===== src/rtl/tasvm_pkg.sv =====
// tasvm_pkg: shared constants, field offsets, command and status structs
// for the three-address stack machine executor
// depends on nothing
package tasvm_pkg;

  localparam int unsigned STACK_DEPTH_DEF = 4096;
  localparam int unsigned PC_BITS_DEF     = 16;

  // opcodes
  localparam logic [4:0] OP_GOTO   = 5'd0;
  localparam logic [4:0] OP_LT     = 5'd1;
  localparam logic [4:0] OP_GT     = 5'd2;
  localparam logic [4:0] OP_LE     = 5'd3;
  localparam logic [4:0] OP_GE     = 5'd4;
  localparam logic [4:0] OP_EQ     = 5'd5;
  localparam logic [4:0] OP_NE     = 5'd6;
  localparam logic [4:0] OP_MOVE   = 5'd7;
  localparam logic [4:0] OP_ADD    = 5'd8;
  localparam logic [4:0] OP_SUB    = 5'd9;
  localparam logic [4:0] OP_MUL    = 5'd10;
  localparam logic [4:0] OP_DIV    = 5'd11;
  localparam logic [4:0] OP_SUBREG = 5'd12;
  localparam logic [4:0] OP_ADDREG = 5'd13;
  localparam logic [4:0] OP_IF     = 5'd14;
  localparam logic [4:0] OP_CALL   = 5'd15;
  localparam logic [4:0] OP_IN     = 5'd16;
  localparam logic [4:0] OP_OUT    = 5'd17;
  localparam logic [4:0] OP_RET    = 5'd18;
  localparam logic [4:0] OP_NOP    = 5'd19;
  localparam logic [4:0] OP_PARAM  = 5'd20;
  localparam logic [4:0] OP_ALLOC  = 5'd21;
  localparam logic [4:0] OP_HALT   = 5'd22;

  // source modes
  localparam logic [2:0] MD_IMM    = 3'd0;
  localparam logic [2:0] MD_REG    = 3'd1;
  localparam logic [2:0] MD_ABS    = 3'd2;
  localparam logic [2:0] MD_RV     = 3'd3;
  localparam logic [2:0] MD_RR     = 3'd4;
  localparam logic [2:0] MD_ABSENT = 3'd5;

  // destination modes
  localparam logic [1:0] DM_REG = 2'd0;
  localparam logic [1:0] DM_ABS = 2'd1;
  localparam logic [1:0] DM_RV  = 2'd2;
  localparam logic [1:0] DM_RR  = 2'd3;

  localparam logic [3:0] REGS_MAX = 4'd8;

  // status codes
  localparam logic [2:0] ST_OK    = 3'd0;
  localparam logic [2:0] ST_HALT  = 3'd1;
  localparam logic [2:0] ST_DIV0  = 3'd2;
  localparam logic [2:0] ST_RANGE = 3'd3;
  localparam logic [2:0] ST_BAD   = 3'd4;

  // operand and address checks, one per cycle
  localparam logic [3:0] CK_NONE = 4'd0;
  localparam logic [3:0] CK_SRCA = 4'd1;
  localparam logic [3:0] CK_SRCB = 4'd2;
  localparam logic [3:0] CK_DST  = 4'd3;
  localparam logic [3:0] CK_SPM1 = 4'd4;
  localparam logic [3:0] CK_SPM2 = 4'd5;
  localparam logic [3:0] CK_SP   = 4'd6;
  localparam logic [3:0] CK_FP   = 4'd7;
  localparam logic [3:0] CK_FP1  = 4'd8;
  localparam logic [3:0] CK_TREG = 4'd9;

  // where a memory read lands
  localparam logic [2:0] TG_NONE = 3'd0;
  localparam logic [2:0] TG_A    = 3'd1;
  localparam logic [2:0] TG_B    = 3'd2;
  localparam logic [2:0] TG_X1   = 3'd3;
  localparam logic [2:0] TG_X2   = 3'd4;

  // input tdata layout
  localparam int unsigned IN_W    = 160;
  localparam int unsigned F_OP    = 0;
  localparam int unsigned F_AM    = 5;
  localparam int unsigned F_AR    = 8;
  localparam int unsigned F_AV    = 12;
  localparam int unsigned F_BM    = 44;
  localparam int unsigned F_BR    = 47;
  localparam int unsigned F_BV    = 51;
  localparam int unsigned F_DM    = 83;
  localparam int unsigned F_DR    = 85;
  localparam int unsigned F_DV    = 89;
  localparam int unsigned F_CON   = 121;

  // output tdata layout
  localparam int unsigned OUT_W   = 56;

  typedef struct packed {
    logic       load;
    logic [3:0] chk;
    logic       calc;
    logic       div_start;
    logic       commit;
    logic       commit2;
    logic       fin_err;
    logic [2:0] err;
    logic       clr_we;
  } dp_cmd_t;

  typedef struct packed {
    logic [4:0] op;
    logic [2:0] a_mode;
    logic       halted;
    logic [2:0] chk_st;
    logic       b_zero;
    logic       div_done;
    logic       clr_last;
  } dp_stat_t;

  // first register of a pair
  function automatic logic [1:0] reg_hi(input logic [3:0] rg);
    logic [1:0] r;
    unique case (rg)
      4'd0, 4'd1, 4'd2: r = 2'd0;
      4'd3, 4'd4, 4'd5: r = 2'd1;
      default:          r = 2'd2;
    endcase
    return r;
  endfunction

  // second register of a pair
  function automatic logic [1:0] reg_lo(input logic [3:0] rg);
    logic [1:0] r;
    unique case (rg)
      4'd0, 4'd3, 4'd6: r = 2'd0;
      4'd1, 4'd4, 4'd7: r = 2'd1;
      default:          r = 2'd2;
    endcase
    return r;
  endfunction

endpackage


===== src/rtl/tasvm_ctrl.sv =====
// tasvm_ctrl: sequencer for the executor, drives datapath commands
// depends on tasvm_pkg
module tasvm_ctrl
  import tasvm_pkg::*;
(
  input  logic     clk,
  input  logic     rst_n,
  input  logic     in_tvalid,
  output logic     in_tready,
  output logic     out_tvalid,
  input  logic     out_tready,
  input  dp_stat_t stat,
  output dp_cmd_t  cmd
);

  localparam logic [3:0] S_CLR    = 4'd0;
  localparam logic [3:0] S_IDLE   = 4'd1;
  localparam logic [3:0] S_DEC    = 4'd2;
  localparam logic [3:0] S_CK1    = 4'd3;
  localparam logic [3:0] S_CK2    = 4'd4;
  localparam logic [3:0] S_CK3    = 4'd5;
  localparam logic [3:0] S_EXEC   = 4'd6;
  localparam logic [3:0] S_CALC   = 4'd7;
  localparam logic [3:0] S_DIV    = 4'd8;
  localparam logic [3:0] S_COMMIT = 4'd9;
  localparam logic [3:0] S_WR2    = 4'd10;
  localparam logic [3:0] S_OUT    = 4'd11;

  logic [3:0] state_r, state_nxt;

  // which check runs in each of the check states S_CK1, S_CK2 and S_CK3
  function automatic logic [3:0] chk_of(input logic [4:0] op, input logic [2:0] am,
                                        input logic [1:0] n);
    logic [3:0] c;
    logic       alu;
    c   = CK_NONE;
    alu = (op >= OP_LT) && (op <= OP_DIV);
    unique case (n)
      2'd1: begin
        if (alu || op == OP_IF || op == OP_PARAM)    c = CK_SRCA;
        else if (op == OP_SUBREG || op == OP_ADDREG) c = CK_TREG;
        else if (op == OP_CALL)                      c = CK_SPM1;
        else if (op == OP_OUT)                       c = CK_SP;
        else if (op == OP_RET && am != MD_ABSENT)    c = CK_SRCA;
      end
      2'd2: begin
        if (alu && op != OP_MOVE) c = CK_SRCB;
        else if (op == OP_CALL)   c = CK_SPM2;
        else if (op == OP_RET)    c = CK_FP;
        else if (op == OP_PARAM)  c = CK_SPM1;
      end
      2'd3: begin
        if (alu)                c = CK_DST;
        else if (op == OP_RET)  c = CK_FP1;
      end
      default: c = CK_NONE;
    endcase
    return c;
  endfunction

  always_comb begin
    state_nxt = state_r;
    cmd       = '0;
    cmd.err   = ST_OK;
    unique case (state_r)
      S_CLR: begin
        cmd.clr_we = 1'b1;
        if (stat.clr_last)
          state_nxt = S_IDLE;
      end
      S_IDLE: begin
        cmd.load = in_tvalid;
        if (in_tvalid)
          state_nxt = S_DEC;
      end
      S_DEC: begin
        priority if (stat.halted || stat.op == OP_HALT) begin
          cmd.fin_err = 1'b1;
          cmd.err     = ST_HALT;
          state_nxt   = S_OUT;
        end else if (stat.op > OP_HALT) begin
          cmd.fin_err = 1'b1;
          cmd.err     = ST_BAD;
          state_nxt   = S_OUT;
        end else begin
          state_nxt = S_CK1;
        end
      end
      S_CK1, S_CK2, S_CK3: begin
        cmd.chk = chk_of(stat.op, stat.a_mode, 2'(state_r - S_CK1 + 4'd1));
        if (stat.chk_st != ST_OK) begin
          cmd.fin_err = 1'b1;
          cmd.err     = stat.chk_st;
          state_nxt   = S_OUT;
        end else begin
          state_nxt = (state_r == S_CK3) ? S_EXEC : state_r + 4'd1;
        end
      end
      S_EXEC: state_nxt = S_CALC;
      S_CALC: begin
        if (stat.op == OP_DIV) begin
          if (stat.b_zero) begin
            cmd.fin_err = 1'b1;
            cmd.err     = ST_DIV0;
            state_nxt   = S_OUT;
          end else begin
            cmd.div_start = 1'b1;
            state_nxt     = S_DIV;
          end
        end else begin
          cmd.calc  = 1'b1;
          state_nxt = S_COMMIT;
        end
      end
      S_DIV: begin
        if (stat.div_done)
          state_nxt = S_COMMIT;
      end
      S_COMMIT: begin
        cmd.commit = 1'b1;
        state_nxt  = (stat.op == OP_CALL) ? S_WR2 : S_OUT;
      end
      S_WR2: begin
        cmd.commit2 = 1'b1;
        state_nxt   = S_OUT;
      end
      S_OUT: begin
        if (out_tready)
          state_nxt = S_IDLE;
      end
      default: state_nxt = S_IDLE;
    endcase
  end

  always_ff @(posedge clk) begin
    if (!rst_n)
      state_r <= S_CLR;
    else
      state_r <= state_nxt;
  end

  assign in_tready  = (state_r == S_IDLE);
  assign out_tvalid = (state_r == S_OUT);

endmodule


===== config.mk =====
export PLATFORM = sky130hd
export DESIGN_NAME = tasvm_ctrl
export DESIGN_NICKNAME = d
export VERILOG_FILES = /design/src/rtl/tasvm_pkg.sv /design/src/rtl/tasvm_ctrl.sv
export SDC_FILE = /design/constraint.sdc
export NUM_CORES = 1
export LEC_CHECK = 0
export ABC_AREA = 0
export ABC_CLOCK_PERIOD_IN_PS = 1740
export BUFFER_PORTS_ARGS = -buffer_cell sky130_fd_sc_hd__buf_2
export CAP_MARGIN = 20
export CORE_ASPECT_RATIO = 1.25
export CORE_UTILIZATION = 45
export DETAILED_ROUTE_END_ITERATION = 10
export PLACE_DENSITY_LB_ADDON = 0.15
export SETUP_SLACK_MARGIN = 0.15
export SLEW_MARGIN = 20
export SYNTH_ARGS = -nofsm -noshare
export SYNTH_HDL_FRONTEND = slang
export SYNTH_SLANG_ARGS = --single-unit

===== constraint.sdc =====
create_clock -name clk -period 1.74 [get_ports clk]
set_input_delay 0.261 -clock clk [delete_from_list [all_inputs] [get_ports clk]]
set_output_delay 0.261 -clock clk [all_outputs]
set_load 0.05 [all_outputs]

After elaboration in Yosys (flattened, before gate mapping)
Index checks and enable logic that the tools add are counted.
{ "word_totals": {"regBits": 4, "word_cells": 86} }
{ "op_classes": {"addsub": 3, "reduce_logical": 11, "order_cmp": 3, "n_mux": 39, "eq_ne": 29} }
{ "op_table": {"columns": ["cell", "n"], "rows": [
  ["two-way mux 4 bit", 18],
  ["case mux 4 bit (10 select lines)", 1],
  ["== test 5 x 4 -> 1 bit (second input constant)", 5],
  ["case mux 4 bit (3 select lines)", 2],
  ["== test 5 bit (second input constant)", 4],
  ["two-way mux 3 bit", 6],
  ["== test 4 x 3 -> 1 bit (second input constant)", 4],
  ["== test 4 bit (second input constant)", 4],
  ["two-way mux 1 bit", 9],
  ["== test 4 x 2 -> 1 bit (second input constant)", 2],
  ["two-way mux 2 bit", 3],
  ["!= test 2 bit (second input constant)", 3],
  ["greater-or-equal comparator 5 x 1 -> 1 bit (second input constant)", 1],
  ["greater-than comparator 5 bit (second input constant)", 1],
  ["less-or-equal comparator 5 x 4 -> 1 bit (second input constant)", 1],
  ["!= test 5 x 3 -> 1 bit (second input constant)", 1],
  ["adder 4 x 1 -> 4 bit (second input constant)", 1],
  ["== test 2 bit (second input constant)", 2],
  ["== test 4 x 1 -> 1 bit (second input constant)", 1],
  ["zero test 4 bit", 1],
  ["logical OR 1 bit", 4],
  ["AND reduction 4 bit", 1],
  ["logical AND 1 bit", 3],
  ["!= test 3 bit (second input constant)", 1],
  ["6 further kinds", 6]
]} }

Logic depth before layout (Yosys ltp)
{ "logic_depth": {"depth_word": 9, "depth_mapped": 7, "depth_no_buf": 6} }

Worst setup path after synthesis
Ideal clock, no wire load.
{ "synth_path": {"path_type": "register -> output", "startpoint": "register state_r[0]", "endpoint": "output cmd[4] (netlist bit)", "setup_slack_ns": -0.746, "stages_incl_launch_ff": 7, "n_path_buf": 1, "arrival_time_ns": 2.225, "required_time_ns": 1.479, "cell_sequence": "dfxtp_1 inv_1 ha_1 buf_2 nor3b_2 or2_1 o21ai_0"} }
{ "synth_rtl": {"columns": ["item", "line", "source"], "rows": [
  ["start, declared", "tasvm_ctrl.sv:29", "logic [3:0] state_r, state_nxt;"],
  ["start signal, assigned", "tasvm_ctrl.sv:139", "state_r <= state_nxt;"],
  ["end, declared", "tasvm_ctrl.sv:13", "output dp_cmd_t cmd"]
]} }

==> impl_metrics.tcl <==
set metrics [dict create \
    wire_per_inst_um 29.85 \
    netlist_area_um2 994.7 \
    clock_sinks 4 \
    yosysWarningCount 0 \
    num_rows 18 \
    design_area_final_um2 1967 \
    synthCells 132 \
    timing.max_slew.rel_slack_pct 72.60 \
    synth_area_leader_cell "sky130_fd_sc_hd__dfxtp_1" \
    synth-async-reset-ratio_pct 0 \
    die_area_um2 2404 \
    rsz0062_at_grt "true" \
    place.gp.congestion 0.8793 \
    clkSlewWorstSetupHoldPaths_ns 0.05 \
    worst_slack_ns -0.2656 \
    num_vias 1690 \
    final_nets 225 \
    firstDrtPassIters 8 \
    area_of_combinational_cells_with_multiple_inputs_um2 1124 \
    clock.fmax_ghz 0.4986 \
    grt_max_degree 12 \
    maxCapViolCount 0 \
    synthDistinctLibCells 56 \
    globalRoute.totalOverflow 0 \
    post-layout-total-power_w 0.002465 \
    dr.first_iter.drc_count 141 \
    top_level_ports 35 \
    worst_hold_path_type "in -> reg" \
    largest_reg_flops 4 \
    critical_path_peak_fanout 5 \
    detail_route.drc_violations 3 \
    layout-drive-gt1-share_pct 68.34 \
    r2r_start "state_r[0]" \
    critPathLaunchType "flop" \
    cp-end-kind "output pin" \
    holdPathStages 3 \
    finalCoreUtilization_pct 97.04 \
    leakage_nw 0.8380 \
    area_after_detailed_placement_um2 1468 \
    final.setup.tns_ns -2.271 \
    final_hold_vio_count 0 \
    path_class "reg -> out" \
    detail_route.wirelength_um 6537 \
    post_synth_main_area_contributors "sky130_fd_sc_hd__dfxtp_1 (8.1%), sky130_fd_sc_hd__ha_1 (6.3%), sky130_fd_sc_hd__and2_1 (3.8%), sky130_fd_sc_hd__inv_1 (3.8%), sky130_fd_sc_hd__o21ai_0 (3.5%)" \
    hold-path-endpoint "state_r[2]" \
    fill_cells 35 \
    antenna_cells 0 \
    cts_htree_levels 1 \
    numPortBuffers 34 \
    tritoncts "done" \
    cell_at_the_root_of_the_clock_tree "sky130_fd_sc_hd__clkbuf_4" \
    final_period_minus_worst_setup_slack_ns 2.006 \
    pre_cts_setup_slack_ns -0.1218 \
    layout-area-overhead-vs-synth_pct 97.74 \
    worst_endpoint_data_arrival_time_ns 1.74 \
    wire_length_of_the_first_global_routing_pass_um 6672 \
    hold_path.startpoint "rst_n" \
    cts_hold_buf 0 \
    hpwlAfterDp_um 2697 \
    finalClockSkew_ns 0.004036 \
    vdd.ir_drop.worst_uv 1062 \
    min_period_over_period_pct 115.3 \
    insertion_delay_ns 0.26 \
    ys_ff_latch 4 \
    power.density_cell_area_nw_per_um2 1253 \
    synth.yosys.seq_area_share_pct 8.050 \
    ys_dominant_reg_cell "sky130_fd_sc_hd__dfxtp_1" \
    initial_utilization_pct 49.07 \
    grt_antenna_before_repair 0 \
    rr_worst_depth 8 \
    syn-num-nets 156 \
    synth_enable_flop_cells 0 \
    worst_ep_required_time_ns 1.48 \
    dieHeight_um 54.57 \
    setup_viol 13 \
    drt-vias-per-instance 7.717 \
    status "complete, but fails checks" \
    number_of_buffers_created_by_cts 3 \
    largest_registers "state_r x4" \
    register_to_register_setup_slack_ns -0.16 \
    post_route_ant_nets 0 \
    clk_buf_depth 2 \
    failed_checks "DRC, setup timing" \
    tightest_slew_ns 0.4082 \
    synth.avg_cell_area_um2 7.536 \
    first_global_vias 1341 \
    maxSlewViolCount 0 \
    critical_path.reg2reg.endpoint "state_r[1]" \
    largest_register "state_r" \
    core-area_um2 2027 \
    area.sequential_um2 92.59 \
    die_width_um 44.05 \
    post-synth-top-area-fraction_pct 8.050 \
    gr-usage-all-layers_pct 38.34 \
]
==> placed cells by master (no fill, tap or decap), types with 3 or more instances in the layout <==
cell,instances
sky130_fd_sc_hd__buf_4,30
sky130_fd_sc_hd__buf_2,17
sky130_fd_sc_hd__buf_6,16
sky130_fd_sc_hd__buf_8,10
sky130_fd_sc_hd__inv_1,7
sky130_fd_sc_hd__nand2_1,7
sky130_fd_sc_hd__a21oi_1,6
sky130_fd_sc_hd__nor3_4,5
sky130_fd_sc_hd__o21ai_2,4
sky130_fd_sc_hd__nor2_4,4
sky130_fd_sc_hd__ha_4,4
sky130_fd_sc_hd__and2_4,3
sky130_fd_sc_hd__o22ai_1,3
sky130_fd_sc_hd__and2_1,3
sky130_fd_sc_hd__o21ai_0,3
sky130_fd_sc_hd__a211oi_2,3
sky130_fd_sc_hd__nor2_1,3
sky130_fd_sc_hd__clkbuf_4,3
sky130_fd_sc_hd__dfxtp_4,3
==> worst max path at each step <==
stage / start / endpoint / slack [ns] / cells past startpoint
2_1_floorplan: stat[13] / cmd[11] / -0.02 / 5
3_3_place_gp: stat[11] / cmd[11] / -0.08 / 6
3_5_place_dp: state_r[1] / state_r[0] / -0.12 / 7
4_1_cts: state_r[0] / cmd[3] / -0.17 / 7
5_1_grt: state_r[0] / cmd[9] / -0.33 / 6
6_report: state_r[0] / cmd[4] / -0.27 / 8
==> worst max-delay path, cell delays in order (launching register included) <==
cell	delay, ns
sky130_fd_sc_hd__dfxtp_4	0.38
sky130_fd_sc_hd__inv_4	0.09
sky130_fd_sc_hd__buf_4	0.12
sky130_fd_sc_hd__ha_4	0.18
sky130_fd_sc_hd__inv_1	0.10
sky130_fd_sc_hd__nor3_4	0.19
sky130_fd_sc_hd__a21oi_1	0.13
sky130_fd_sc_hd__o21ai_2	0.11
sky130_fd_sc_hd__buf_6	0.19
==> stage by stage <==
stage	cells	hold WS [ns]
after CTS	212	0.2870
final	219	0.3142
after floorplan	132	0.3859
after global placement	203	0.5189
after global routing	219	0.3289
after detailed placement	203	0.5329
==> kinds of logic (layout without fill, tap and decap cells) <==
logic type / Yosys count / count (layout) / share of synthesized area (%)
compound gates: 42 / 42 / 30.69
xor+xnor: 1 / 1 / 0.8807
fa+ha+maj: 5 / 5 / 6.289
buf+inv: 20 / 87 / 11.45
flops: 4 / 4 / 8.051
mux: 1 / 1 / 1.006
simple gates: 59 / 59 / 41.63
==> layout make-up <==
cell class	count	area share, %
well taps	20	1.272
inverters	10	2.163
repair buffers	74	33.59
flip-flops and latches	4	4.707
clock buffers	3	1.145
multi-input cells	108	57.12
==> synthesized netlist by cell type, types with 2 or more instances <==
library cell / n
sky130_fd_sc_hd__buf_4: 3
sky130_fd_sc_hd__o22ai_1: 4
sky130_fd_sc_hd__buf_6: 3
sky130_fd_sc_hd__o21ai_0: 7
sky130_fd_sc_hd__and3_1: 2
sky130_fd_sc_hd__nor2_1: 4
sky130_fd_sc_hd__dfxtp_1: 4
sky130_fd_sc_hd__ha_1: 5
sky130_fd_sc_hd__nor3_1: 6
sky130_fd_sc_hd__and2_1: 6
sky130_fd_sc_hd__a21oi_1: 6
sky130_fd_sc_hd__o31a_1: 2
sky130_fd_sc_hd__nor2_4: 2
sky130_fd_sc_hd__buf_2: 4
sky130_fd_sc_hd__o21bai_1: 2
sky130_fd_sc_hd__inv_1: 10
sky130_fd_sc_hd__o21ai_1: 2
sky130_fd_sc_hd__nand4_1: 2
sky130_fd_sc_hd__a211oi_1: 4
sky130_fd_sc_hd__nor2_2: 2
sky130_fd_sc_hd__a311oi_1: 3
sky130_fd_sc_hd__nand3b_1: 2
sky130_fd_sc_hd__nand3_1: 2
sky130_fd_sc_hd__nor2b_1: 4
sky130_fd_sc_hd__nand2_1: 9
sky130_fd_sc_hd__nand2b_1: 2
==> metal layers <==
layer	share of wire (%)	track usage, %	vias up
met1	29	40.08	741
met3	12	4.290	106
met2	44	72.55	216
met5	0	0	-
met4	15	23.23	0
li1	-	-	627
==> power breakdown <==
group | switching (W) | leakage, nW | internal, W
combinational | 0.00119 | 0.789 | 0.000939
clock | 0.0000599 | 0.0138 | 0.0000786
sequential | 0.0000679 | 0.0353 | 0.000132
==> timing repair <==
item	4_1_cts	5_1_grt
endpoints found under the hold margin	0	0
gates resized for setup	72	21
endpoints found under the setup margin	20	20
buffers inserted	6	7
pin swaps	18	9
Note: power is estimated with default switching activity, not from simulation.
